`src/rtl/core/dmxscp_pkg.sv`:
```
package dmxscp_pkg;

  localparam int unsigned NUM_CHANNELS = 4;
  localparam int unsigned MAX_SLOT     = 512;
  localparam int unsigned NUM_DUTIES   = 4;

  localparam int unsigned SLOT_W  = $clog2(MAX_SLOT + 2);
  localparam int unsigned ADDR_W  = 10;
  localparam int unsigned LEVEL_W = 8;
  localparam int unsigned DUTY_W  = 9;
  localparam int unsigned CFG_IDX_W = 2;

  localparam logic [LEVEL_W-1:0] LEVEL_FULL = 8'd255;
  localparam logic [LEVEL_W-1:0] LEVEL_DEAD = 8'd2;
  localparam logic [DUTY_W-1:0]  DUTY_CAP   = 9'd499;
  localparam logic [LEVEL_W-1:0] DIMMER_LEAD = 8'h00;

  localparam logic [SLOT_W-1:0] SLOT_LAST = SLOT_W'(MAX_SLOT);

  typedef enum logic [1:0] {
    CMD_DATA  = 2'd0,
    CMD_BREAK = 2'd1,
    CMD_SAVE  = 2'd2
  } cmd_e;

  typedef struct packed {
    logic [NUM_CHANNELS-1:0][LEVEL_W-1:0] level;
    logic [NUM_CHANNELS-1:0][LEVEL_W-1:0] offset;
    logic                                 led;
  } chan_state_t;

endpackage

```
`src/rtl/core/dmx_slot_capture_offset_pwm.sv`:
```
// Channel        | Direction | Signals                       | Contents (lowest bit first)
// request in     | slave     | s_axis_tvalid/tready/tdata/tuser | tdata: data[7:0]; tuser: cmd[1:0]
// result out     | master    | m_axis_tvalid/tready/tdata    | duty_ch0..3 (9b each), error_led
// configuration  | write     | cfg_we/cfg_index/cfg_data     | address_ch0..3 by index 0..3
//
// One request per cycle sustained while the output is not stalled; each request gives one result
// through the state stage, which updates slot counter, levels, offsets and LED, and the output
// register, which takes the four mapped duties (one 8x8 multiply per channel).
// Reset (rst_ni low, asynchronous) clears state and sets addresses to 1..4.
// While the output is stalled one more request is taken into the state stage, then
// s_axis_tready_o drops until the output register is drained.
module dmx_slot_capture_offset_pwm (
  input  logic                                 clk_i,
  input  logic                                 rst_ni,
  input  logic                                 s_axis_tvalid_i,
  output logic                                 s_axis_tready_o,
  input  logic [7:0]                           s_axis_tdata_i,  // data[7:0]
  input  logic [1:0]                           s_axis_tuser_i,  // cmd[1:0]
  output logic                                 m_axis_tvalid_o,
  input  logic                                 m_axis_tready_i,
  // duty_ch0[8:0], duty_ch1[17:9], duty_ch2[26:18], duty_ch3[35:27], error_led[36]
  output logic [39:0]                          m_axis_tdata_o,
  input  logic                                 cfg_we_i,
  input  logic [dmxscp_pkg::CFG_IDX_W-1:0]     cfg_index_i,
  input  logic [dmxscp_pkg::ADDR_W-1:0]        cfg_data_i
);

  localparam int unsigned ND = dmxscp_pkg::NUM_DUTIES;
  localparam int unsigned DW = dmxscp_pkg::DUTY_W;

  dmxscp_pkg::chan_state_t             state;
  logic [ND-1:0][DW-1:0]               duty;
  logic [ND-1:0][DW-1:0]               duty_q;
  logic                                led_q;
  logic                                s1_valid_q;
  logic                                out_valid_q;
  logic                                advance;
  logic                                accept;

  // Advance the state stage into the output register when that register is free.
  assign advance         = !out_valid_q || m_axis_tready_i;
  assign s_axis_tready_o = !s1_valid_q || advance;
  assign accept          = s_axis_tvalid_i && s_axis_tready_o;

  dmxscp_capture u_capture (
    .clk_i       (clk_i),
    .rst_ni      (rst_ni),
    .step_i      (accept),
    .cmd_i       (s_axis_tuser_i),
    .data_i      (s_axis_tdata_i),
    .cfg_we_i    (cfg_we_i),
    .cfg_index_i (cfg_index_i),
    .cfg_data_i  (cfg_data_i),
    .state_o     (state)
  );

  // Map each present channel; absent channels report zero duty.
  for (genvar g = 0; g < ND; g++) begin : g_duty
    if (g < dmxscp_pkg::NUM_CHANNELS) begin : g_on
      dmxscp_duty u_duty (
        .level_i  (state.level[g]),
        .offset_i (state.offset[g]),
        .duty_o   (duty[g])
      );
    end else begin : g_off
      assign duty[g] = '0;
    end
  end

  always_ff @(posedge clk_i or negedge rst_ni) begin
    if (!rst_ni) begin
      s1_valid_q  <= 1'b0;
      out_valid_q <= 1'b0;
    end else begin
      if (accept) begin
        s1_valid_q <= 1'b1;
      end else if (advance) begin
        s1_valid_q <= 1'b0;
      end
      if (advance) begin
        out_valid_q <= s1_valid_q;
      end
    end
  end

  // Load the result payload; hold it while the result waits.
  always_ff @(posedge clk_i) begin
    if (advance && s1_valid_q) begin
      duty_q <= duty;
      led_q  <= state.led;
    end
  end

  assign m_axis_tvalid_o = out_valid_q;
  assign m_axis_tdata_o  = {3'b000, led_q, duty_q};

endmodule

```
`src/rtl/core/dmxscp_capture.sv`:
```
module dmxscp_capture (
  input  logic                              clk_i,
  input  logic                              rst_ni,
  input  logic                              step_i,
  input  logic [1:0]                        cmd_i,
  input  logic [dmxscp_pkg::LEVEL_W-1:0]    data_i,
  input  logic                              cfg_we_i,
  input  logic [dmxscp_pkg::CFG_IDX_W-1:0]  cfg_index_i,
  input  logic [dmxscp_pkg::ADDR_W-1:0]     cfg_data_i,
  output dmxscp_pkg::chan_state_t           state_o
);

  localparam int unsigned NCH = dmxscp_pkg::NUM_CHANNELS;

  logic [NCH-1:0][dmxscp_pkg::ADDR_W-1:0]  addr_q;
  logic [dmxscp_pkg::SLOT_W-1:0]           slot_q, slot_d;
  logic [dmxscp_pkg::LEVEL_W-1:0]          start_q, start_d;
  logic [NCH-1:0][dmxscp_pkg::LEVEL_W-1:0] level_q, level_d;
  logic [NCH-1:0][dmxscp_pkg::LEVEL_W-1:0] offset_q, offset_d;
  logic                                    led_q, led_d;
  logic                                    slot_live;

  // Address registers; writes past the channel count are dropped.
  always_ff @(posedge clk_i or negedge rst_ni) begin
    if (!rst_ni) begin
      for (int i = 0; i < NCH; i++) begin
        addr_q[i] <= dmxscp_pkg::ADDR_W'(i + 1);
      end
    end else if (cfg_we_i) begin
      for (int i = 0; i < NCH; i++) begin
        if (cfg_index_i == dmxscp_pkg::CFG_IDX_W'(i)) begin
          addr_q[i] <= cfg_data_i;
        end
      end
    end
  end

  assign slot_live = (slot_q <= dmxscp_pkg::SLOT_LAST);

  always_comb begin
    slot_d   = slot_q;
    start_d  = start_q;
    level_d  = level_q;
    offset_d = offset_q;
    led_d    = led_q;
    unique case (cmd_i)
      dmxscp_pkg::CMD_DATA: begin
        if (slot_q == '0) begin
          start_d = data_i;
        end else if (slot_live && start_q == dmxscp_pkg::DIMMER_LEAD) begin
          for (int i = 0; i < NCH; i++) begin
            if (addr_q[i] == dmxscp_pkg::ADDR_W'(slot_q)) begin
              level_d[i] = data_i;
            end
          end
        end
        if (slot_live) begin
          slot_d = slot_q + 1'b1;
        end
      end
      dmxscp_pkg::CMD_BREAK: begin
        slot_d = '0;
        led_d  = ~led_q;
      end
      dmxscp_pkg::CMD_SAVE: begin
        offset_d = level_q;
        led_d    = 1'b0;
      end
      default: begin
        // unused command: hold everything
      end
    endcase
  end

  always_ff @(posedge clk_i or negedge rst_ni) begin
    if (!rst_ni) begin
      slot_q   <= '0;
      start_q  <= '0;
      level_q  <= '0;
      offset_q <= '0;
      led_q    <= 1'b0;
    end else if (step_i) begin
      slot_q   <= slot_d;
      start_q  <= start_d;
      level_q  <= level_d;
      offset_q <= offset_d;
      led_q    <= led_d;
    end
  end

  assign state_o.level  = level_q;
  assign state_o.offset = offset_q;
  assign state_o.led    = led_q;

endmodule

```
`src/rtl/core/dmxscp_duty.sv`:
```
module dmxscp_duty (
  input  logic [dmxscp_pkg::LEVEL_W-1:0] level_i,
  input  logic [dmxscp_pkg::LEVEL_W-1:0] offset_i,
  output logic [dmxscp_pkg::DUTY_W-1:0]  duty_o
);

  logic [15:0] prod;
  logic [8:0]  sum;
  logic [7:0]  mapped;
  logic [8:0]  raw;

  // Scale the level above the dead band into the span left above the offset.
  assign prod = 16'(level_i - dmxscp_pkg::LEVEL_DEAD) * 16'(dmxscp_pkg::LEVEL_FULL - offset_i);
  assign sum  = {1'b0, offset_i} + {1'b0, prod[15:8]};

  always_comb begin
    if (level_i <= dmxscp_pkg::LEVEL_DEAD) begin
      mapped = '0;
    end else if (level_i == dmxscp_pkg::LEVEL_FULL) begin
      mapped = dmxscp_pkg::LEVEL_FULL;
    end else if (sum[8]) begin
      mapped = dmxscp_pkg::LEVEL_FULL;
    end else begin
      mapped = sum[7:0];
    end
  end

  assign raw    = {mapped, 1'b0} - {6'b0, mapped[7:5]};
  assign duty_o = (raw > dmxscp_pkg::DUTY_CAP) ? dmxscp_pkg::DUTY_CAP : raw;

endmodule

```
`config.mk`:
```
export PLATFORM = sky130hd
export DESIGN_NAME = dmx_slot_capture_offset_pwm
export DESIGN_NICKNAME = d
export VERILOG_FILES = /design/src/rtl/core/dmxscp_pkg.sv /design/src/rtl/core/dmx_slot_capture_offset_pwm.sv /design/src/rtl/core/dmxscp_capture.sv /design/src/rtl/core/dmxscp_duty.sv
export SDC_FILE = /design/constraint.sdc
export NUM_CORES = 1
export LEC_CHECK = 0
export BUFFER_PORTS_ARGS = -buffer_cell sky130_fd_sc_hd__buf_2
export CAP_MARGIN = 30
export CELL_PAD_IN_SITES_DETAIL_PLACEMENT = 1
export CELL_PAD_IN_SITES_GLOBAL_PLACEMENT = 2
export CORE_MARGIN = 4
export CORE_UTILIZATION = 42
export CTS_CLUSTER_SIZE = 16
export DETAILED_ROUTE_END_ITERATION = 12
export GPL_ROUTABILITY_DRIVEN = 1
export HOLD_SLACK_MARGIN = 0.03
export PLACE_DENSITY = 0.8
export SYNTH_ARGS = -nofsm -noshare
export SYNTH_HDL_FRONTEND = slang
export SYNTH_SLANG_ARGS = --single-unit
```
`constraint.sdc`:
```
create_clock -name clk_i -period 10.81 [get_ports clk_i]
set_input_delay 1.6215 -clock clk_i [delete_from_list [all_inputs] [get_ports clk_i]]
set_output_delay 1.6215 -clock clk_i [all_outputs]
set_load 0.03 [all_outputs]
```
==> flow_metrics.py, run 1 <==
metrics = {
    "timing": {
        "maxSlewViolCount": 0,
        "clock_skew_ps": 17.2,
        "setup-tns-final_ps": 0,
        "min_period_ps": 10050,
        "slew_headroom_pct": 40.2,
        "setup_viol": 0,
        "max_freq_mhz": 99.5,
        "rsz0062_at_grt": "no",
        "finalHoldViolCount": 0,
        "tightest_slew_ps": 890,
        "min_period_over_period_pct": 93.0,
    },
    "clocking": {
        "holdBufCountCts": 0,
        "htreeDepth": 4,
        "numCtsBuffers": 17,
        "post_cts_buffers": 0,
        "clk_latency_ps": 450,
        "root_buffer": "clkbuf_16",
        "cts_max_path_buffers": 2,
        "path_clk_slew_ps": 70,
        "cts.sinks": 162,
        "cts_tree": "done",
        "ctsResizeCount": 0,
    },
    "setup_path": {
        "cp.required_ps": 11000,
        "path_delay_family": "adder cells",
        "arrival_ps": 10250,
        "timing.critical_path.buf_inv": 6,
        "slowest_stage": "xor2_1",
        "cpPeakStageDelay_ps": 620,
        "endpoint_kind": "flip-flop",
        "critPathLaunchType": "flip-flop",
        "reg2reg_slack_ps": 760,
        "r2r_end": "m_axis_tdata_o[3]",
        "rr_worst_depth": 35,
        "worst-setup-path-type": "flip-flop to flip-flop",
        "regToRegStartpoint": "u_capture.state_o[35]",
        "cp_max_fo": 8,
    },
    "routing": {
        "ant_nets": 0,
        "route.detailed.drc": 0,
        "viasPerCell": 5.29,
        "post_drt_wl_per_cell_um": 17.6,
        "drt_pass1_iterations": 5,
        "routed_wl_um": 51300,
        "drt_iter0_drc": 609,
        "vias": 15415,
    },
    "synth": {
        "yosys.area.top_type": "fa_1",
        "ys_seq_area_share_pct": 20.3,
        "post_synth_inst_count": 2212,
        "yosysUniqueCellTypes": 82,
        "synth_ff_type": "dfrtp_1",
        "synth.top_cells.by_count": "inv_1 (355), nor2_1 (252), ha_1 (225), fa_1 (224), dfrtp_1 (120)",
        "synth_top_area_share_pct": 21.4,
        "synth_warnings": 0,
        "synth_edf_count": 37,
        "synthArstFlopShare_pct": 77.2,
        "synth_seq_cells": 162,
        "netlist_area_um2": 20900,
        "synth.most_common_cell": "inv_1",
        "synthTopCellsByArea": "fa_1 (21%), dfrtp_1 (14%), ha_1 (13%)",
        "avgSynthCellArea_um2": 9.46,
    },
    "grt": {
        "antenna_found_initial": 7,
        "grt_pass1_vias": 16940,
        "grtUsageTotal_pct": 19.9,
        "gr-total-overflow": 0,
        "grt_start_max_net_pins": 72,
        "grt_pass1_wl_um": 87000,
    },
    "final_layout": {
        "nNetsFinal": 2711,
        "syn2layout_area_growth_pct": 7.48,
        "drive_above_1_share_pct": 14.0,
    },
    "die": {
        "dieHeight_um": 231,
        "die_area_um2": 53400,
        "core_um2": 49100,
        "fp.dieW_um": 231,
        "start_util_pct": 42.6,
        "core.rowCount": 81,
        "io_pins": 69,
    },
    "place": {
        "dpl.hpwl_um": 41700,
        "place_congestion": 0.798,
        "port_buffers": 65,
    },
    "worst_hold_path": {
        "hold_depth": 1,
        "min_to": "m_axis_tvalid_o",
        "hold_start": "s1_valid_q",
        "hold_path_class": "flip-flop to flip-flop",
    },
    "job": {
        "maxCapViolations": 0,
    },
    "status": {
        "status": "finished, final reports clean",
    },
}
==> layout by cell type (no fill, tap or decap), types with 29 or more instances in the layout <==
cell type	n
a21oi_1	51
buf_2	64
dfrtp_1	120
edfxtp_1	37
fa_1	224
ha_1	225
inv_1	355
mux2_2	101
nand2_1	66
nand2b_1	36
nor2_1	252
nor3_1	29
o21ai_0	57
or2_2	85
xnor2_1	100
xor2_1	54
==> metrics by stage <==
step / instance area, um2 / hold slack (ps) / instances / worst slack, ps / utilization, %
floorplan: 20900 / 449 / 2214 / 2040 / -
global placement: 21800 / 461 / 2879 / 1100 / 44.5
detailed placement: 21900 / 474 / 2880 / 809 / 44.6
CTS: 22500 / 492 / 2912 / 778 / 45.8
global route: 22500 / 505 / 2913 / 85.4 / 45.8
finish: 22500 / 491 / 2915 / 758 / 45.8
==> logic make-up (layout without fill, tap and decap cells) <==
| family | after synthesis | count (layout) | share of synthesized area, % |
|---|---|---|---|
| mux | 107 | 107 | 5.73 |
| xor+xnor | 154 | 154 | 6.45 |
| fa+ha+maj | 449 | 449 | 34.9 |
| flops | 162 | 162 | 20.3 |
| other cells | 1 | 6 | 0.0179 |
| buf+inv | 429 | 463 | 7.86 |
| simple gates | 615 | 615 | 14.7 |
| compound gates | 295 | 295 | 10.1 |
==> state kept, by name (all words and copies together), names as in the netlist, 8 cells and up <==
signal,count
u_capture.state_o,64
u_capture.slot_q,10
m_axis_tdata_o,36
u_capture.start_q,8
u_capture.addr_q,40
==> layout make-up <==
type / instances / area, um2
Clock buffer: 17 / 425
Timing Repair Buffer: 75 / 419
Clock inverter: 15 / 178
Tap cell: 664 / 831
Inverter: 356 / 1340
Fill cell: 5695 / 26600
Sequential cell: 162 / 4250
Antenna cell: 3 / 7.51
Multi-Input combinational cell: 1623 / 15000
==> worst max-delay path by stage <==
stage                     depth (start not counted)  slack (ps)                  start           endpoint
final                                            35         760  u_capture.state_o[35]  m_axis_tdata_o[3]
after detailed placement                         35         810  u_capture.state_o[35]  m_axis_tdata_o[3]
after global placement                           35        1100  u_capture.state_o[35]  m_axis_tdata_o[3]
after global routing                             35          90  u_capture.state_o[35]  m_axis_tdata_o[3]
after CTS                                        35         780  u_capture.state_o[35]  m_axis_tdata_o[3]
after floorplan                                  35        2040  u_capture.state_o[34]  m_axis_tdata_o[2]
==> metal layers <==
metal  track usage, %  vias up  routed length (um)
met5                0        -                  53
met4             3.74        8                 590
met3             2.57       43                1130
met2             35.4      118               26000
met1             26.2     7903               23500
li1                 -     7343                   -
Power of run 1 is left out: the tool's default activity adds up to more than one toggle a clock period on the data nets, which glitch-free logic cannot reach.
==> inputs of run 2 (changes only) <==
Settings changed: ABC_AREA set to 1, CORE_UTILIZATION 42 to 39.
==> run 2 against run 1 <==
Largest cell class unchanged. Via count increased by 11%. Non-clock buffer count shrank 6. Hold slack worse by 2.0 ps. Critical endpoint is now m_axis_tdata_o[29]. Highest routed layer unchanged.
==> flow_metrics.py, run 2 <==
metrics = {
    "status": {
        "status": "finished, final reports clean",
    },
    "setup_path": {
        "crit_start": "u_capture.state_o[58]",
        "rr_worst_depth": 45,
        "endpoint_kind": "flip-flop",
        "cp_max_fo": 11,
        "arrival_ps": 9470,
        "timing.critical_path.buf_inv": 13,
        "cpMostUsedCell": "inv_1",
        "cp.depth": 45,
        "r2r_end": "m_axis_tdata_o[29]",
        "worst-setup-path-type": "flip-flop to flip-flop",
        "regToRegStartpoint": "u_capture.state_o[58]",
        "critPathCapture": "m_axis_tdata_o[29]",
        "slowest_stage": "dfrtp_1",
        "path_delay_family": "adder cells",
        "cpPeakStageDelay_ps": 600,
        "critPathLaunchType": "flip-flop",
        "reg2reg_slack_ps": 1540,
        "cp.required_ps": 11020,
    },
    "final_layout": {
        "fillers": 6719,
        "layout_common_cells": "inv_1 (578), nand2_1 (577), nor2_1 (264)",
        "largest_reg_flops": 64,
        "final_common_cell": "inv_1",
        "syn2layout_area_growth_pct": 7.49,
        "regArea_um2": 4250,
        "nNetsFinal": 3260,
        "multiInputGateArea_um2": 14500,
        "stdcell_count": 3494,
        "fin_util_pct": 42.5,
        "drive_above_1_share_pct": 8.26,
    },
    "grt": {
        "grtUsageTotal_pct": 19.3,
        "grt_start_max_net_pins": 72,
        "gr-total-overflow": 0,
        "grt_pass1_vias": 18869,
        "grt_pass1_wl_um": 94300,
        "antenna_found_initial": 5,
    },
    "timing": {
        "min_period_over_period_pct": 85.7,
        "hold_ws_ps": 489,
        "clock_skew_ps": 14.2,
        "setup-tns-final_ps": 0,
        "rsz0062_at_grt": "no",
        "tightest_slew_ps": 913,
        "max_freq_mhz": 108,
        "min_period_ps": 9270,
        "finalHoldViolCount": 0,
        "slew_headroom_pct": 39.2,
        "setup_viol": 0,
        "maxSlewViolCount": 0,
    },
    "routing": {
        "routed_wl_um": 54200,
        "drt_iter0_drc": 646,
        "post_drt_wl_per_cell_um": 15.5,
        "drt_pass1_iterations": 5,
        "ant_nets": 0,
        "vias": 17160,
        "viasPerCell": 4.91,
        "route.detailed.drc": 0,
    },
    "synth": {
        "synth_warnings": 0,
        "synth_top_area_share_pct": 21.0,
        "synth.top_cells.by_count": "inv_1 (578), nand2_1 (578), nor2_1 (264), ha_1 (225), fa_1 (224)",
        "ys_seq_area_share_pct": 19.9,
        "avgSynthCellArea_um2": 7.76,
        "yosys.area.top_type": "fa_1",
        "synthTopCellsByArea": "fa_1 (21%), dfrtp_1 (14%), ha_1 (13%)",
        "netlist_area_um2": 21300,
        "post_synth_inst_count": 2746,
        "synthArstFlopShare_pct": 77.2,
        "synth_ff_type": "dfrtp_1",
        "synth_seq_cells": 162,
        "yosysUniqueCellTypes": 54,
        "synth_edf_count": 37,
    },
    "clocking": {
        "htreeDepth": 4,
        "root_buffer": "clkbuf_16",
        "cts.sinks": 162,
        "post_cts_buffers": 0,
        "ctsResizeCount": 0,
        "cts_tree": "done",
        "path_clk_slew_ps": 70,
        "holdBufCountCts": 0,
        "clk_latency_ps": 470,
        "numCtsBuffers": 17,
        "cts_max_path_buffers": 2,
    },
    "place": {
        "place_congestion": 0.820,
        "dp.cells": 3461,
        "dpl.hpwl_um": 45700,
        "port_buffers": 65,
    },
    "die": {
        "core.rowCount": 85,
        "start_util_pct": 39.5,
        "fp.dieW_um": 242,
        "core_um2": 53900,
        "dieHeight_um": 242,
        "die_area_um2": 58400,
        "io_pins": 69,
    },
    "worst_hold_path": {
        "hold_path_class": "flip-flop to flip-flop",
        "hold_depth": 2,
    },
    "job": {
        "maxCapViolations": 0,
    },
}
-- run 2: cell count changes in the layout (fill, tap and decap cells not counted), moves of 36 or more --
cell      delta
or2_2       -67
nand2_1    +511
inv_1      +223
xnor2_1     -47
o21ai_0     +75
mux2_2     -101
nand3_1     +76
nand2b_1    -36
-- run 2: cell type report --
cell class                      count  area share [%]
Clock buffer                       22            2.03
Multi-Input combinational cell   1926            63.5
Timing Repair Buffer               69            1.67
Antenna cell                        1          0.0109
Sequential cell                   162            18.5
Inverter                          608            9.98
Clock inverter                     10           0.448
Tap cell                          696            3.80
-- run 2: worst register-to-register path, delay by kind of cell (launching register included) --
| kind | cells | cell delay [ps] |
|---|---|---|
| AO/OA/AOI/OAI | 5 | 1100 |
| XOR/XNOR | 1 | 160 |
| adder cells (fa/ha/maj) | 11 | 4010 |
| buffers and inverters | 13 | 1060 |
| flip-flops | 1 | 600 |
| AND/OR/NAND/NOR | 15 | 2080 |
-- run 2: how the worst min path moves through the flow --
stage	start	endpoint
4_1_cts	u_capture.start_q[2]	u_capture.start_q[2]
3_3_place_gp	u_capture.start_q[4]	u_capture.start_q[4]
5_1_grt	u_capture.start_q[2]	u_capture.start_q[2]
6_report	u_capture.start_q[5]	u_capture.start_q[5]
3_5_place_dp	u_capture.led_q	led_q
2_1_floorplan	s1_valid_q	m_axis_tvalid_o
-- run 2: kinds of logic (layout without fill, tap and decap cells) --
| family | after synthesis | after routing | share of synthesized area (%) |
|---|---|---|---|
| XOR/XNOR | 110 | 110 | 4.52 |
| AND/OR/NAND/NOR | 1081 | 1081 | 22.0 |
| AO/OA/AOI/OAI | 283 | 283 | 7.42 |
| adder cells (fa/ha/maj) | 449 | 449 | 34.3 |
| buffers and inverters | 660 | 709 | 11.9 |
| flip-flops | 162 | 162 | 19.9 |
| other | 1 | 4 | 0.0176 |
-- run 2: routing by layer --
layer  vias to the layer above  GRT usage [%]  routed length [um]
met5                         -              0                  13
met4                         2           4.37                 867
met3                        45           2.32                1250
met2                       149           34.1               26600
met1                      8463           25.6               25500
li1                       8501              -                   -
-- run 2: metrics by stage --
step | cell area (um2) | worst slack (ps)
floorplan | 21300 | 2760
global placement | 22300 | 1620
detailed placement | 22300 | 1450
CTS | 22900 | 1420
global route | 22900 | 751
finish | 22900 | 1540
Power of run 2 is left out for the same reason.
